$ cat config.mk
export PLATFORM = sky130hd
export DESIGN_NAME = char_lcd_init_and_refresh_unit_flat
export DESIGN_NICKNAME = d
export VERILOG_FILES = /design/src/rtl/clm_pkg.sv /design/src/rtl/clm_if.sv /design/src/rtl/clm_store.sv /design/src/rtl/clm_seq.sv /design/src/rtl/char_lcd_init_and_refresh_unit.sv /design/src/flat_wrapper.sv
export SDC_FILE = /design/constraint.sdc
export NUM_CORES = 1
export LEC_CHECK = 0
export ABC_AREA = 1
export BUFFER_PORTS_ARGS = -buffer_cell sky130_fd_sc_hd__buf_2
export CAP_MARGIN = 20
export CORE_ASPECT_RATIO = 1.1
export CORE_MARGIN = 10
export CORE_UTILIZATION = 63
export CTS_CLUSTER_SIZE = 28
export DETAILED_ROUTE_END_ITERATION = 16
export PLACE_DENSITY_LB_ADDON = 0.1
export SLEW_MARGIN = 20
export SYNTH_ARGS = -nofsm -noshare
export SYNTH_HDL_FRONTEND = slang
export SYNTH_HIERARCHICAL = 1
export SYNTH_SLANG_ARGS = --single-unit
$ cat constraint.sdc
create_clock -name clk -period 2.4 [get_ports clk]
set_input_delay 0.12 -clock clk [delete_from_list [all_inputs] [get_ports clk]]
set_output_delay 0.12 -clock clk [all_outputs]
set_load 0.05 [all_outputs]
$ cat src/rtl/clm_pkg.sv
`timescale 1ns / 1ps
`default_nettype none

package clm_pkg;

    localparam int ROW_CHARS   = 16;
    localparam int STORE_CHARS = 32;
    localparam int IDX_W       = 5;
    localparam int POS_W       = 6;

    localparam logic [7:0] SPACE_CHAR   = 8'h20;
    localparam logic [7:0] INSTR_CLEAR  = 8'h01;
    localparam logic [7:0] INSTR_DISP   = 8'h0E;
    localparam logic [7:0] INSTR_FUNC   = 8'h38;
    localparam logic [7:0] INSTR_ENTRY  = 8'h06;
    localparam logic [7:0] INSTR_ROW1   = 8'h80;
    localparam logic [7:0] INSTR_ROW2   = 8'hC0;

    localparam logic [POS_W-1:0] ROW_END   = POS_W'(ROW_CHARS);
    localparam logic [POS_W-1:0] STORE_END = POS_W'(STORE_CHARS);

    typedef enum logic [1:0] {
        ACT_TICK  = 2'd0,
        ACT_WRITE = 2'd1,
        ACT_PRINT = 2'd2,
        ACT_CLEAR = 2'd3
    } action_t;

    typedef struct packed {
        logic [1:0]       action;
        logic [IDX_W-1:0] char_index;
        logic [7:0]       char_code;
    } item_t;

    typedef struct packed {
        logic       strobe_res;
        logic [7:0] bus_byte;
        logic       reg_select;
        logic       read_write;
        logic       busy_res;
    } result_t;

    // store update request from the sequencer
    typedef struct packed {
        logic             wr_en;
        logic             clr;
        logic [IDX_W-1:0] addr;
        logic [7:0]       data;
    } store_cmd_t;

endpackage

`default_nettype wire

$ cat src/rtl/clm_if.sv
`timescale 1ns / 1ps
`default_nettype none

interface clm_in_if;
    logic       valid;
    logic       ready;
    logic [1:0] action;
    logic [4:0] char_index;
    logic [7:0] char_code;

    modport source (output valid, output action, output char_index, output char_code,
                    input ready);
    modport sink (input valid, input action, input char_index, input char_code,
                  output ready);
endinterface

interface clm_out_if;
    logic       valid;
    logic       ready;
    logic       strobe_res;
    logic [7:0] bus_byte;
    logic       reg_select;
    logic       read_write;
    logic       busy_res;

    modport source (output valid, output strobe_res, output bus_byte, output reg_select,
                    output read_write, output busy_res, input ready);
    modport sink (input valid, input strobe_res, input bus_byte, input reg_select,
                  input read_write, input busy_res, output ready);
endinterface

`default_nettype wire

$ cat src/rtl/clm_store.sv
`timescale 1ns / 1ps
`default_nettype none

module clm_store
    import clm_pkg::*;
(
    input  wire logic             clk,
    input  wire logic             rst_n,
    input  wire store_cmd_t       cmd,
    input  wire logic [IDX_W-1:0] rd_addr,
    output logic [7:0]            rd_data
);

    logic [7:0] store_reg [STORE_CHARS];

    always_ff @(posedge clk or negedge rst_n)
    begin
        if (!rst_n)
        begin
            for (int i = 0; i < STORE_CHARS; i++)
            begin
                store_reg[i] <= SPACE_CHAR;
            end
        end
        else if (cmd.clr)
        begin
            for (int i = 0; i < STORE_CHARS; i++)
            begin
                store_reg[i] <= SPACE_CHAR;
            end
        end
        else if (cmd.wr_en)
        begin
            store_reg[cmd.addr] <= cmd.data;
        end
    end

    assign rd_data = store_reg[rd_addr];

endmodule

`default_nettype wire

$ cat src/rtl/clm_seq.sv
`timescale 1ns / 1ps
`default_nettype none

module clm_seq
    import clm_pkg::*;
(
    input  wire logic             clk,
    input  wire logic             rst_n,
    input  wire item_t            item,
    input  wire logic             item_valid,
    output logic                  item_ready,
    output store_cmd_t            store_cmd,
    output logic [IDX_W-1:0]      rd_addr,
    input  wire logic [7:0]       rd_data,
    output result_t               res,
    output logic                  res_valid,
    input  wire logic             res_ready
);

    typedef enum logic [3:0] {
        ST_IDLE  = 4'd0,
        ST_SET1  = 4'd1,
        ST_SET2  = 4'd2,
        ST_SET3  = 4'd3,
        ST_SET4  = 4'd4,
        ST_ADDR1 = 4'd5,
        ST_ROW1  = 4'd6,
        ST_ADDR2 = 4'd7,
        ST_ROW2  = 4'd8
    } step_t;

    step_t            step_reg, step_next, step_eff;
    logic             busy_reg, busy_next;
    logic             setup_reg, setup_next;
    logic             print_reg, print_next;
    logic [POS_W-1:0] pos_reg, pos_next, pos_inc;
    result_t          res_reg, res_next;
    logic             res_valid_reg, res_valid_next;
    logic             fire;
    logic [7:0]       char_byte;

    assign item_ready = !res_valid_reg || res_ready;
    assign fire       = item_valid && item_ready;
    assign rd_addr    = pos_reg[IDX_W-1:0];
    // positions past the store read as space
    assign char_byte  = (pos_reg >= STORE_END) ? SPACE_CHAR : rd_data;
    assign pos_inc    = pos_reg + POS_W'(1);

    always_comb
    begin
        step_next  = step_reg;
        busy_next  = busy_reg;
        setup_next = setup_reg;
        print_next = print_reg;
        pos_next   = pos_reg;
        step_eff   = step_reg;
        res_next   = res_reg;
        store_cmd  = '0;
        store_cmd.addr = item.char_index;
        store_cmd.data = item.char_code;

        if (fire)
        begin
            res_next = '0;
            unique case (action_t'(item.action))
                ACT_TICK:
                begin
                    // start a pending sequence when idle
                    if (!busy_reg && setup_reg)
                    begin
                        step_eff  = ST_SET1;
                        busy_next = 1'b1;
                    end
                    else if (!busy_reg && print_reg)
                    begin
                        step_eff  = ST_ADDR1;
                        busy_next = 1'b1;
                    end

                    unique case (step_eff)
                        ST_SET1:
                        begin
                            res_next.strobe_res = 1'b1;
                            res_next.bus_byte   = INSTR_CLEAR;
                            step_next           = ST_SET2;
                        end
                        ST_SET2:
                        begin
                            res_next.strobe_res = 1'b1;
                            res_next.bus_byte   = INSTR_DISP;
                            step_next           = ST_SET3;
                        end
                        ST_SET3:
                        begin
                            res_next.strobe_res = 1'b1;
                            res_next.bus_byte   = INSTR_FUNC;
                            step_next           = ST_SET4;
                        end
                        ST_SET4:
                        begin
                            res_next.strobe_res = 1'b1;
                            res_next.bus_byte   = INSTR_ENTRY;
                            step_next           = ST_IDLE;
                            print_next          = 1'b1;
                            setup_next          = 1'b0;
                        end
                        ST_ADDR1:
                        begin
                            res_next.strobe_res = 1'b1;
                            res_next.bus_byte   = INSTR_ROW1;
                            step_next           = ST_ROW1;
                        end
                        ST_ROW1:
                        begin
                            res_next.strobe_res = 1'b1;
                            res_next.bus_byte   = char_byte;
                            res_next.reg_select = 1'b1;
                            pos_next            = pos_inc;
                            if (pos_inc >= ROW_END)
                            begin
                                pos_next  = ROW_END;
                                step_next = ST_ADDR2;
                            end
                        end
                        ST_ADDR2:
                        begin
                            res_next.strobe_res = 1'b1;
                            res_next.bus_byte   = INSTR_ROW2;
                            step_next           = ST_ROW2;
                        end
                        ST_ROW2:
                        begin
                            res_next.strobe_res = 1'b1;
                            res_next.bus_byte   = char_byte;
                            res_next.reg_select = 1'b1;
                            pos_next            = pos_inc;
                            if (pos_inc >= STORE_END)
                            begin
                                step_next  = ST_IDLE;
                                print_next = 1'b0;
                            end
                        end
                        default:
                        begin
                            // idle tick releases busy
                            step_next = ST_IDLE;
                            pos_next  = '0;
                            busy_next = 1'b0;
                        end
                    endcase
                end
                ACT_WRITE:
                begin
                    store_cmd.wr_en = 1'b1;
                end
                ACT_PRINT:
                begin
                    print_next = 1'b1;
                end
                ACT_CLEAR:
                begin
                    store_cmd.clr = 1'b1;
                end
                default:
                begin
                    store_cmd.clr = 1'b0;
                end
            endcase
            res_next.read_write = 1'b0;
            res_next.busy_res   = busy_next;
        end

        if (fire)
        begin
            res_valid_next = 1'b1;
        end
        else if (res_ready)
        begin
            res_valid_next = 1'b0;
        end
        else
        begin
            res_valid_next = res_valid_reg;
        end
    end

    always_ff @(posedge clk or negedge rst_n)
    begin
        if (!rst_n)
        begin
            step_reg      <= ST_IDLE;
            busy_reg      <= 1'b0;
            setup_reg     <= 1'b1;
            print_reg     <= 1'b0;
            pos_reg       <= '0;
            res_valid_reg <= 1'b0;
            res_reg       <= '0;
        end
        else
        begin
            step_reg      <= step_next;
            busy_reg      <= busy_next;
            setup_reg     <= setup_next;
            print_reg     <= print_next;
            pos_reg       <= pos_next;
            res_valid_reg <= res_valid_next;
            res_reg       <= res_next;
        end
    end

    assign res       = res_reg;
    assign res_valid = res_valid_reg;

    // a running sequence always holds busy
    a_step_busy: assert property (@(posedge clk) disable iff (!rst_n)
        (step_reg != ST_IDLE) |-> busy_reg)
        else $error("sequence step active without busy");

    // setup completion always queues a print
    a_setup_print: assert property (@(posedge clk) disable iff (!rst_n)
        $fell(setup_reg) |-> print_reg)
        else $error("setup ended without print request");

    a_pos_range: assert property (@(posedge clk) disable iff (!rst_n)
        pos_reg <= STORE_END)
        else $error("char position past store");

    // a strobed character byte only comes from a row step
    a_rs_strobe: assert property (@(posedge clk) disable iff (!rst_n)
        (res_valid_reg && res_reg.reg_select) |-> res_reg.strobe_res && res_reg.busy_res)
        else $error("character data without strobe or busy");

endmodule

`default_nettype wire

$ cat src/rtl/char_lcd_init_and_refresh_unit.sv
`timescale 1ns / 1ps
`default_nettype none

// a request accepted into the input stage register moves on to the result register, from which
// the output side takes its result
// throughput: one request per cycle, set by the input register and result register
// each taking one request per clock as long as the result side keeps taking results
// reset: asynchronous active low; sequencer idle, setup queued, store filled with spaces
// the first four ticks after reset send the setup instructions, then a print follows

module char_lcd_init_and_refresh_unit
    import clm_pkg::*;
(
    input  wire logic clk,
    input  wire logic rst_n,
    clm_in_if.sink    in_ch,
    clm_out_if.source out_ch
);

    // input stage register
    logic       s1_valid_reg;
    item_t      s1_item_reg;
    logic       seq_ready;
    logic       in_fire;

    store_cmd_t       store_cmd;
    logic [IDX_W-1:0] rd_addr;
    logic [7:0]       rd_data;
    result_t          res;
    logic             res_valid;

    // input stage takes a new request whenever its current one moves on
    assign in_ch.ready = !s1_valid_reg || seq_ready;
    assign in_fire     = in_ch.valid && in_ch.ready;

    always_ff @(posedge clk or negedge rst_n)
    begin
        if (!rst_n)
        begin
            s1_valid_reg <= 1'b0;
        end
        else if (in_fire)
        begin
            s1_valid_reg <= 1'b1;
        end
        else if (seq_ready)
        begin
            s1_valid_reg <= 1'b0;
        end
    end

    // payload register, no reset needed
    always_ff @(posedge clk)
    begin
        if (in_fire)
        begin
            s1_item_reg.action     <= in_ch.action;
            s1_item_reg.char_index <= in_ch.char_index;
            s1_item_reg.char_code  <= in_ch.char_code;
        end
    end

    // character store, written by the sequencer stage
    clm_store u_store (
        .clk     (clk),
        .rst_n   (rst_n),
        .cmd     (store_cmd),
        .rd_addr (rd_addr),
        .rd_data (rd_data)
    );

    // step sequencer plus result register
    clm_seq u_seq (
        .clk        (clk),
        .rst_n      (rst_n),
        .item       (s1_item_reg),
        .item_valid (s1_valid_reg),
        .item_ready (seq_ready),
        .store_cmd  (store_cmd),
        .rd_addr    (rd_addr),
        .rd_data    (rd_data),
        .res        (res),
        .res_valid  (res_valid),
        .res_ready  (out_ch.ready)
    );

    assign out_ch.valid      = res_valid;
    assign out_ch.strobe_res = res.strobe_res;
    assign out_ch.bus_byte   = res.bus_byte;
    assign out_ch.reg_select = res.reg_select;
    assign out_ch.read_write = res.read_write;
    assign out_ch.busy_res   = res.busy_res;

    // rw is never driven high
    a_rw_low: assert property (@(posedge clk) disable iff (!rst_n)
        out_ch.valid |-> !out_ch.read_write)
        else $error("read_write set on result");

    // a request held in the input stage reaches the result register on a free slot
    a_stage_move: assert property (@(posedge clk) disable iff (!rst_n)
        (s1_valid_reg && seq_ready) |=> out_ch.valid)
        else $error("request lost between stages");

    // without strobe the data lines stay zero
    a_idle_bus: assert property (@(posedge clk) disable iff (!rst_n)
        (out_ch.valid && !out_ch.strobe_res) |-> (out_ch.bus_byte == 8'h00))
        else $error("bus byte driven without strobe");

endmodule

`default_nettype wire
$ cat src/flat_wrapper.sv
// flat-port wrapper written by rule: the top's interface ports become plain ports
module char_lcd_init_and_refresh_unit_flat import clm_pkg::*;
  (clk, rst_n, in_ch_valid, in_ch_action, in_ch_char_index, in_ch_char_code, in_ch_ready, out_ch_valid, out_ch_strobe_res, out_ch_bus_byte, out_ch_reg_select, out_ch_read_write, out_ch_busy_res, out_ch_ready);
  clm_in_if in_ch_i ();
  clm_out_if out_ch_i ();
  input  wire logic clk;
  input  wire logic rst_n;
  input wire logic [$bits(in_ch_i.valid)-1:0] in_ch_valid;
  input wire logic [$bits(in_ch_i.action)-1:0] in_ch_action;
  input wire logic [$bits(in_ch_i.char_index)-1:0] in_ch_char_index;
  input wire logic [$bits(in_ch_i.char_code)-1:0] in_ch_char_code;
  output wire logic [$bits(in_ch_i.ready)-1:0] in_ch_ready;
  output wire logic [$bits(out_ch_i.valid)-1:0] out_ch_valid;
  output wire logic [$bits(out_ch_i.strobe_res)-1:0] out_ch_strobe_res;
  output wire logic [$bits(out_ch_i.bus_byte)-1:0] out_ch_bus_byte;
  output wire logic [$bits(out_ch_i.reg_select)-1:0] out_ch_reg_select;
  output wire logic [$bits(out_ch_i.read_write)-1:0] out_ch_read_write;
  output wire logic [$bits(out_ch_i.busy_res)-1:0] out_ch_busy_res;
  input wire logic [$bits(out_ch_i.ready)-1:0] out_ch_ready;
  assign in_ch_i.valid = in_ch_valid;
  assign in_ch_i.action = in_ch_action;
  assign in_ch_i.char_index = in_ch_char_index;
  assign in_ch_i.char_code = in_ch_char_code;
  assign in_ch_ready = in_ch_i.ready;
  assign out_ch_valid = out_ch_i.valid;
  assign out_ch_strobe_res = out_ch_i.strobe_res;
  assign out_ch_bus_byte = out_ch_i.bus_byte;
  assign out_ch_reg_select = out_ch_i.reg_select;
  assign out_ch_read_write = out_ch_i.read_write;
  assign out_ch_busy_res = out_ch_i.busy_res;
  assign out_ch_i.ready = out_ch_ready;
  char_lcd_init_and_refresh_unit u_core (.clk(clk), .rst_n(rst_n), .in_ch(in_ch_i), .out_ch(out_ch_i));
endmodule
# Word-level counts from Yosys, hierarchy flattened
# Index checks and enable logic that the tools add are counted.
[word_totals] ff_bits=296 input_bits=19 output_inout_bits=14 wordCells=129
[classes] addsub=1 order_cmp=6 eq_ne=16 muxes=35 bitwise_logic=3 reduce_logical=23
[op_table] op="$mux 256" n=2
[op_table] op="$bwmux 256" n=1
[op_table] op="$pmux 9 s7" n=1
[op_table] op="$bmux 8 s5" n=1
[op_table] op="$demux 8 s5" n=1
[op_table] op="$mux 8" n=4
[op_table] op="$pmux 4 s7" n=1
[op_table] op="$ge 6x6->1 const B" n=4
[op_table] op="$mux 4" n=6
[op_table] op="$pmux 6 s3" n=1
[op_table] op="$eq 4x3->1 const B" n=4
[op_table] op="$mux 1" n=12
[op_table] op="$not 5->6" n=2
[op_table] op="$mux 10" n=1
[op_table] op="$reduce_and 3->1" n=3
[op_table] op="$eq 4x2->1 const B" n=2
[op_table] op="$reduce_and 4->1" n=2
[op_table] op="$reduce_bool 2->1" n=4
[op_table] op="$reduce_or 8->1" n=1
[op_table] op="$add 6x1->6 const B" n=1
[op_table] op="$ge 6x5->1 const B" n=1
[op_table] op="$lt 6x1->1 const B" n=1
[op_table] op="$mux 6" n=1
[op_table] op="$reduce_or 6->1" n=1
[op_table] op="16 further kinds" n=26

# Depth between registers and ports, before layout
# Gate-level depths: netlist (run 1).
[logic_depth] word_depth=10 mapped_depth=18 mapped_depth_nobuf=15

# Cells and area by module
# Netlist (run 1), hierarchy kept.
[by_module_without_submodules] module="clm_store" n_inst=1 cells_per_inst=1575 area_each_um2=12244.2 seq_area_each_um2=6446.2
[by_module_without_submodules] module="clm_seq" n_inst=1 cells_per_inst=255 area_each_um2=1776.7 seq_area_each_um2=601.8
[by_module_without_submodules] module="char_lcd_init_and_refresh_unit" n_inst=1 cells_per_inst=21 area_each_um2=495.5 seq_area_each_um2=475.5

# Worst setup path before layout (run 1)
# OpenSTA, ideal clock, no wires.
[synth_timing] path_kind="reg2reg" start="register u_core.u_seq.res_valid_reg, in the netlist u_core/u_seq/res_valid" end="register u_core/u_store/store_reg[247] (netlist bit)" setup_ps=132 arrival_ps=2253 required_time_ps=2268 path_slack_ps=16 path_stages_with_launch=13 n_path_buf=2 synth_period_minus_slack_ps=2384 cell_sequence="dfrtp_1 nand2_1 nand2_2 clkbuf_1 nor3_1 buf_2 nand2_1 nor2_2 nand2_1 nand2_1 inv_2 nand2_1 o21ai_0"
[synth_lines] element="start: declaration" line="clm_seq.sv:38" source="logic res_valid_reg, res_valid_next;"
[synth_lines] element="start signal: assignment" line="clm_seq.sv:206" source="res_valid_reg <= res_valid_next;"
[synth_lines] element="end signal: indexed assignment" line="clm_store.sv:34" source="store_reg[cmd.addr] <= cmd.data;"
[synth_lines] element="end: declaration" line="clm_store.sv:14" source="logic [7:0] store_reg [STORE_CHARS];"

==> reports/results.md, run 1 <==
| Quantity | Value | Unit |
|:---|:---|:---|
| Result of the run | finished clean | - |
| Largest net degree at the start of global routing | 68 | - |
| Synth Area per Inst | 7.84 | µm² |
| Number of violations of the max-capacitance limit | 0 | - |
| Logic gate share of total power | 22.0 | % |
| Core outline area | 22,800 | µm² |
| RR Startpoint | u_core/u_seq/res_valid | - |
| Cells on worst reg2reg path | 12 | - |
| Vertical extent of the die | 179 | µm |
| P_leak | 0.00762 | µW |
| Count of port buffers added during placement | 31 | - |
| Slowest library cell on the worst path | sky130_fd_sc_hd__dfrtp_1 | - |
| Post-synth top area share | 42.8 | % |
| CTS clock-pin slew for the worst setup and hold paths | 60 | ps |
| Multi-input gate area in the final layout | 6060 | µm² |
| M1 WL | 17,600 | µm |
| Initial Util | 63.7 | % |
| CTS Buffer Depth | 3 | - |
| Drt first-iter violations | 1,590 | - |
| Horizontal die dimension | 165 | µm |
| Worst IR Drop VDD | 662 | µV |
| Final Power | 13,400 | µW |
| Transition time at the pin with the least slew margin | 697 | ps |
| Count of flip-flops with a built-in enable after synthesis | 15 | - |
| Hold violation count in the final report | 0 | - |
| Class of the most critical setup path | reg2reg | - |
| Register Area | 7530 | µm² |
| DRC violation count after routing | 0 | - |
| Ratio of cells with drive above 1 in the final layout | 12.0 | % |
| Max Clock Skew | 19.4 | ps |
| # IOs | 33 | - |
| Power density over cell area | 829 | nW/µm² |
| Peak per-stage delay on the critical path | 380 | ps |
| Kind of capture point of the worst setup path | flip-flop | - |
| Register-to-register path setup slack | 170 | ps |
| Layout area overhead | 11.7 | % |
| Cells after Synth | 1,851 | - |
| Worst slack, placed | 157 | ps |
| Wire length on met2 | 18,800 | µm |
| Buf/Inv on CP | 4 | - |
| Sw Share | 31.9 | % |
| Clock Power Share | 35.4 | % |
| Distinct cell type count after synthesis | 36 | - |
| Post-synth net total | 1,872 | - |
| Final Hold Slack | 98.9 | ps |
| Maximum level of the CTS H-tree | 1 | - |
| Req. time, crit path | 2810 | ps |
| Overflow left after global routing | 0 | - |
| Sequential cell fraction of total power | 42.6 | % |
| Total routing resource utilization after global routing | 28.2 | % |
| Final number of max-transition violations | 0 | - |
| Post-layout min period | 2230 | ps |
| Series of cell instances along the critical path | nand2_1, nand2_2, nor3_1, buf_4, inv_1, nor3_2, buf_4, nand2_1, nand2_1, inv_1, nand2_1, o21ai_0 | - |
| Proportion of synthesized chip area in sequential cells | 51.8 | % |
| Antenna violations before repair | 0 | - |
| Number of clock sinks seen by CTS | 296 | - |
| Overall die area | 29,500 | µm² |
| Total inserted antenna cells | 0 | - |
| Final antenna-violating net count | 0 | - |
| Dominant delay contributor by cell family on the critical path | simple AND/OR/NAND/NOR gates | - |
| Cell types occupying the most area after synthesis | sky130_fd_sc_hd__dfrtp_1 (43%), sky130_fd_sc_hd__nand2_1 (16%), sky130_fd_sc_hd__nand3_1 (12%) | - |
| Post-CTS setup buffers | 0 | - |
| Count of filler cells inserted in the layout | 1,822 | - |
| Via count | 13,100 | - |
| Aggregate routed wire length | 41,200 | µm |
| Number of warning messages in the yosys log | 6 | - |
| Site row count | 58 | - |
| Synthesized cell area | 14,500 | µm² |
| Clock root buffer | sky130_fd_sc_hd__clkbuf_16 | - |
| Data arrival, critical path | 2630 | ps |
| Met3 layer wire length in the routed design | 3590 | µm |
| End of the worst register-to-register path | u_core/u_store/store_reg[152] | - |
| Post-detailed-route wirelength per cell | 19.0 | µm |
| Vias per std cell | 6.03 | - |
| Vias in the first global route | 12,500 | - |
| Internal power consumption | 9160 | µW |
| Unrepaired setup endpoints after global routing | true | - |
| Fmax achieved | 0.449 | GHz |
| Total net switching power | 4290 | µW |
| Post-layout util | 71.1 | % |
| First-pass GRT wire length | 67,400 | µm |
| Async set or reset register ratio after synthesis | 94.9 | % |
| Worst slew slack as a fraction of its limit | 53.2 | % |
| Post-synthesis cell type with the largest combined area | sky130_fd_sc_hd__dfrtp_1 | - |
| Critical Path Source Type | flip-flop | - |
| Final setup violating endpoints | 0 | - |
| Leading register cell type out of synthesis | sky130_fd_sc_hd__dfrtp_1 | - |
| Number of detailed-routing iterations run before antenna repair | 5 | - |
| Clock tree from TritonCTS | yes | - |
| Number of flip-flops in the largest register | 256 | - |
| Global placer's final weighted congestion | 0.910 | - |
| Path category of the worst min-delay check | in2async | - |
| Final layout net count | 1,872 | - |
| Detail Placement HPWL | 26,100 | µm |
| Crit path setup slack, layout | 172 | ps |
| Highest signal layer in the routed design | met4 | - |
| Latest clock arrival within the worst-skew pair | 560 | ps |
| Synthesized flop and latch total | 296 | - |
| Most frequent cell on the critical path | sky130_fd_sc_hd__nand2_1 | - |
| Portion of the clock cycle consumed by the worst path in the final layout | 92.8 | % |
| Number of buffers inserted during clock tree synthesis | 30 | - |
| Critical-path maximum fanout | 11 | - |
==> per-stage QoR <==
stage	cell area, µm²	TNS, ps	std cells
6_report	16200	0	2175
3_3_place_gp	15000	0	2101
2_1_floorplan	14500	0	1851
4_1_cts	16200	0	2175
5_1_grt	16200	-28.1	2175
3_5_place_dp	15000	0	2101
==> area by class of cell <==
cell class	instances	area share, %
sequential	296	46.4
multi-input combinational	1335	37.4
timing repair buffer	104	5.68
clock buffer	49	5.51
tap	300	2.32
inverter	84	2.02
clock inverter	7	0.679
==> what timing repair did <==
item | CTS | global route
resized for setup | 0 | 2
hold buffers | 18 | 0
setup endpoints to repair | 0 | 34
hold endpoints to repair | 109 | 0
==> synth_stat cells, types with 14 or more instances <==
master and instances:
sky130_fd_sc_hd__buf_1 23, sky130_fd_sc_hd__buf_2 26, sky130_fd_sc_hd__buf_4 20, sky130_fd_sc_hd__clkbuf_1 66, sky130_fd_sc_hd__dfrtp_1 248, sky130_fd_sc_hd__dfstp_2 33
sky130_fd_sc_hd__edfxtp_1 15, sky130_fd_sc_hd__inv_1 69, sky130_fd_sc_hd__nand2_1 630, sky130_fd_sc_hd__nand2_2 14, sky130_fd_sc_hd__nand3_1 355, sky130_fd_sc_hd__nor2_1 28
sky130_fd_sc_hd__o21ai_0 223, sky130_fd_sc_hd__o21ai_1 26
==> kinds of logic after synthesis <==
family	share of synthesized area [%]
adder cells (fa/ha/maj)	0.172
buffers and inverters	6.52
AND/OR/NAND/NOR	31.8
XOR/XNOR	0.121
other	0.0258
AO/OA/AOI/OAI	9.55
flip-flops	51.8
==> cell usage in the layout (no fill, tap or decap), types with 2 or more instances in the layout <==
cell	synthesis	final
sky130_fd_sc_hd__nor2_4	5	5
sky130_fd_sc_hd__edfxtp_1	15	15
sky130_fd_sc_hd__nor3_2	3	3
sky130_fd_sc_hd__buf_12	0	13
sky130_fd_sc_hd__buf_4	20	42
sky130_fd_sc_hd__xor2_1	2	2
sky130_fd_sc_hd__nor2_2	5	6
sky130_fd_sc_hd__nand2_1	630	629
sky130_fd_sc_hd__nand4_1	8	8
sky130_fd_sc_hd__ha_1	2	2
sky130_fd_sc_hd__nand2_2	14	15
sky130_fd_sc_hd__dlygate4sd3_1	0	18
sky130_fd_sc_hd__inv_4	2	3
sky130_fd_sc_hd__nand3b_1	2	2
sky130_fd_sc_hd__clkbuf_16	0	31
sky130_fd_sc_hd__clkinv_2	0	5
sky130_fd_sc_hd__a21oi_1	8	7
sky130_fd_sc_hd__o21ai_0	223	223
sky130_fd_sc_hd__nor3_1	6	6
sky130_fd_sc_hd__clkbuf_8	0	5
sky130_fd_sc_hd__bufinv_16	0	3
sky130_fd_sc_hd__dfstp_2	33	33
sky130_fd_sc_hd__clkbuf_1	66	13
sky130_fd_sc_hd__inv_1	69	67
sky130_fd_sc_hd__o21ai_2	7	7
sky130_fd_sc_hd__nor2_1	28	27
sky130_fd_sc_hd__inv_2	13	12
sky130_fd_sc_hd__nand3_2	3	3
sky130_fd_sc_hd__o21ai_1	26	26
sky130_fd_sc_hd__buf_2	26	30
sky130_fd_sc_hd__dfrtp_1	248	246
sky130_fd_sc_hd__nand3_1	355	355
==> power by group through the flow <==
stage / clock (µW) / sequential [µW] / combinational, µW
floorplan: 0 / 5810 / 1910
global placement: 0 / 5790 / 2870
detailed placement: 0 / 5800 / 2890
CTS: 4820 / 5710 / 2920
global route: 5020 / 5760 / 3220
finish: 4760 / 5720 / 2960
==> worst max path at each step <==
| stage | from | end | slack, ps | depth (start not counted) |
|---|---|---|---|---|
| 2_1_floorplan | u_core/u_seq/res_valid | u_core/u_store/store_reg[247] | 20 | 12 |
| 3_3_place_gp | u_core/u_seq/res_valid | u_core/u_store/store_reg[101] | 190 | 11 |
| 3_5_place_dp | u_core/u_seq/res_valid | u_core/u_store/store_reg[101] | 160 | 11 |
| 4_1_cts | u_core/u_seq/res_valid | u_core/u_store/store_reg[101] | 150 | 11 |
| 5_1_grt | u_core/u_seq/res_valid | u_core/u_store/store_reg[29] | -10 | 11 |
| 6_report | u_core/u_seq/res_valid | u_core/u_store/store_reg[152] | 170 | 12 |
==> routing by layer <==
layer | global-route usage (%) | up-vias
li1 | - | 6066
met1 | 39.9 | 6271
met2 | 44.4 | 680
met3 | 4.27 | 97
met4 | 8.23 | 0
met5 | 0 | -
(Power assumes the default switching activity.)
==> run 2, diff against run 1 <==
- CAP_MARGIN: 20 -> unset
- SETUP_SLACK_MARGIN: unset -> 0.5
==> run 2 against run 1 <==
Sequential power hardly changed. Largest power group unchanged. Wire length up 21%. Core utilization grew 10 points. Cell area up 15%.
==> reports/results.md, run 2 (synthesis gave the netlist of run 1 again) <==
| Quantity | Value | Unit |
|:---|:---|:---|
| Final antenna-violating net count | 0 | - |
| Series of cell instances along the critical path | buf_8, clkbuf_16, nand2_1, nand3_1, nand3_1, nand2_1, nand2_1, nand2_2, nand2_1, nand2_1, or2_2, nand2_1, nand2_1, nand3_1, nand2_1 | - |
| Vias in the first global route | 12,700 | - |
| Horizontal die dimension | 165 | µm |
| Number of detailed-routing iterations run before antenna repair | 7 | - |
| First-pass GRT wire length | 68,800 | µm |
| # IOs | 33 | - |
| Number of clock sinks seen by CTS | 296 | - |
| Power density over cell area | 816 | nW/µm² |
| Vertical extent of the die | 179 | µm |
| Kind of capture point of the worst setup path | flip-flop | - |
| Drt first-iter violations | 2,179 | - |
| Clock root buffer | sky130_fd_sc_hd__clkbuf_16 | - |
| Clock tree from TritonCTS | yes | - |
| Final layout net count | 1,963 | - |
| Transition time at the pin with the least slew margin | 512 | ps |
| Layout area overhead | 28.1 | % |
| Cells on worst reg2reg path | 15 | - |
| Post-layout min period | 2240 | ps |
| Via count | 14,600 | - |
| First element of the critical path | u_core/u_seq/pos_reg[0] | - |
| Most common cell after layout, fill and taps aside | sky130_fd_sc_hd__nand2_1 | - |
| Peak per-stage delay on the critical path | 530 | ps |
| Initial Util | 63.7 | % |
| Overflow left after global routing | 0 | - |
| Hold violation count in the final report | 0 | - |
| Latest clock arrival within the worst-skew pair | 530 | ps |
| End of the worst register-to-register path | u_core/u_seq/res[8] | - |
| Site row count | 58 | - |
| Aggregate routed wire length | 49,800 | µm |
| Overall die area | 29,500 | µm² |
| Final setup violating endpoints | 0 | - |
| Class of the most critical setup path | reg2reg | - |
| Data arrival, critical path | 2630 | ps |
| Slowest library cell on the worst path | sky130_fd_sc_hd__dfrtp_4 | - |
| RR Startpoint | u_core/u_seq/pos_reg[0] | - |
| P_leak | 0.00859 | µW |
| Global placer's final weighted congestion | 0.950 | - |
| Most frequent cell on the critical path | sky130_fd_sc_hd__nand2_1 | - |
| Largest net degree at the start of global routing | 79 | - |
| Req. time, crit path | 2790 | ps |
| Result of the run | finished clean | - |
| Path category of the worst min-delay check | in2async | - |
| Portion of the clock cycle consumed by the worst path in the final layout | 93.1 | % |
| Worst slew slack as a fraction of its limit | 65.7 | % |
| Register-to-register path setup slack | 160 | ps |
| Critical path depth | 15 | - |
| Detail Placement HPWL | 25,500 | µm |
| Fmax achieved | 0.447 | GHz |
| Ratio of cells with drive above 1 in the final layout | 23.2 | % |
| Number of flip-flops in the largest register | 256 | - |
| Total routing resource utilization after global routing | 29.3 | % |
| Vias per std cell | 6.42 | - |
| Number of buffers inserted during clock tree synthesis | 34 | - |
| Core outline area | 22,800 | µm² |
| CTS clock-pin slew for the worst setup and hold paths | 60 | ps |
| Critical-path maximum fanout | 11 | - |
| DRC violation count after routing | 0 | - |
| Max Clock Skew | 30.9 | ps |
| Final number of max-transition violations | 0 | - |
| Count of port buffers added during placement | 31 | - |
| Final Power | 15,200 | µW |
| CTS Buffer Depth | 3 | - |
| Maximum level of the CTS H-tree | 2 | - |
| Total negative setup slack | 0 | ps |
| Worst IR Drop VDD | 887 | µV |
| Antenna violations before repair | 0 | - |
| Leading cell types in the layout, fill and taps excluded | sky130_fd_sc_hd__nand2_1 (566), sky130_fd_sc_hd__nand3_1 (318), sky130_fd_sc_hd__dfrtp_1 (245), sky130_fd_sc_hd__o21ai_0 (168), sky130_fd_sc_hd__buf_4 (68) | - |
| Critical Path End | u_core/u_seq/res[8] | - |
| Buf/Inv on CP | 2 | - |
| Number of violations of the max-capacitance limit | 0 | - |
| Unrepaired setup endpoints after global routing | true | - |
| Dominant delay contributor by cell family on the critical path | simple AND/OR/NAND/NOR gates | - |
| Critical Path Source Type | flip-flop | - |
| Post-detailed-route wirelength per cell | 21.9 | µm |
## run 2: cell count changes in the layout (fill, tap and decap cells not counted), moves of 21 or more
cell,before,now
sky130_fd_sc_hd__nand2_1,629,566
sky130_fd_sc_hd__o21ai_0,223,168
sky130_fd_sc_hd__o21ai_1,26,66
sky130_fd_sc_hd__nand3_1,355,318
sky130_fd_sc_hd__nand3_2,3,34
sky130_fd_sc_hd__buf_4,42,68
sky130_fd_sc_hd__nand2_4,1,27
sky130_fd_sc_hd__nand2_2,15,36
## run 2: timing repair
item | CTS | global route
hold endpoints to repair | 73 | 0
pin swaps | 2 | 33
buffers inserted | 12 | 61
setup endpoints to repair | 140 | 218
hold buffers | 18 | 0
gates resized for setup | 43 | 230
cloned | 3 | 15
## run 2: worst register-to-register path, cell delays in order (launching register included)
cell and delay (ps):
sky130_fd_sc_hd__dfrtp_4 530, sky130_fd_sc_hd__buf_8 170, sky130_fd_sc_hd__clkbuf_16 180, sky130_fd_sc_hd__nand2_1 80, sky130_fd_sc_hd__nand3_1 100, sky130_fd_sc_hd__nand3_1 150
sky130_fd_sc_hd__nand2_1 130, sky130_fd_sc_hd__nand2_1 100, sky130_fd_sc_hd__nand2_2 70, sky130_fd_sc_hd__nand2_1 70, sky130_fd_sc_hd__nand2_1 60, sky130_fd_sc_hd__or2_2 270
sky130_fd_sc_hd__nand2_1 60, sky130_fd_sc_hd__nand2_1 50, sky130_fd_sc_hd__nand3_1 60, sky130_fd_sc_hd__nand2_1 50
## run 2: area by class of cell
class                   count  area (µm²)
fillers                  1416        4190
inverters                  84         410
repair inverters            1        8.76
clock inverters            10         104
repair buffers            187        2130
clock buffers              51        1050
multi-input cells        1338        6990
well taps                 300         375
diodes                      1        2.50
flip-flops and latches    296        7530
## run 2: report_power, final
group	total, µW	internal, µW	switching (µW)
clock network	5300	3230	2070
registers	5750	5480	268
logic	4130	1460	2670
## run 2: per-layer routing
metal / share of wire, % / global-route usage, %
met5: 0 / 0
met3: 12 / 6.71
met1: 37 / 39.9
met4: 5.3 / 9.19
met2: 46 / 45.7
## run 2: worst min path at each step
stage,to,cells past startpoint
2_1_floorplan,u_core/s1_valid_reg,0
3_3_place_gp,u_core/u_store/store_reg[226],1
3_5_place_dp,u_core/u_store/store_reg[110],1
4_1_cts,u_core/u_store/store_reg[110],2
5_1_grt,u_core/u_store/store_reg[110],2
6_report,u_core/u_store/store_reg[110],2
## run 2: through the flow
stage	cells	util [%]	area (µm²)	hold slack (ps)	setup WS (ps)
finish	2268	81.6	18600	138	165
detailed placement	2097	66.8	15200	90.0	198
floorplan	1851	-	14800	-176	370
global placement	2097	66.8	15200	92.2	221
global route	2267	81.6	18600	176	82.6
CTS	2191	74.1	16900	151	302
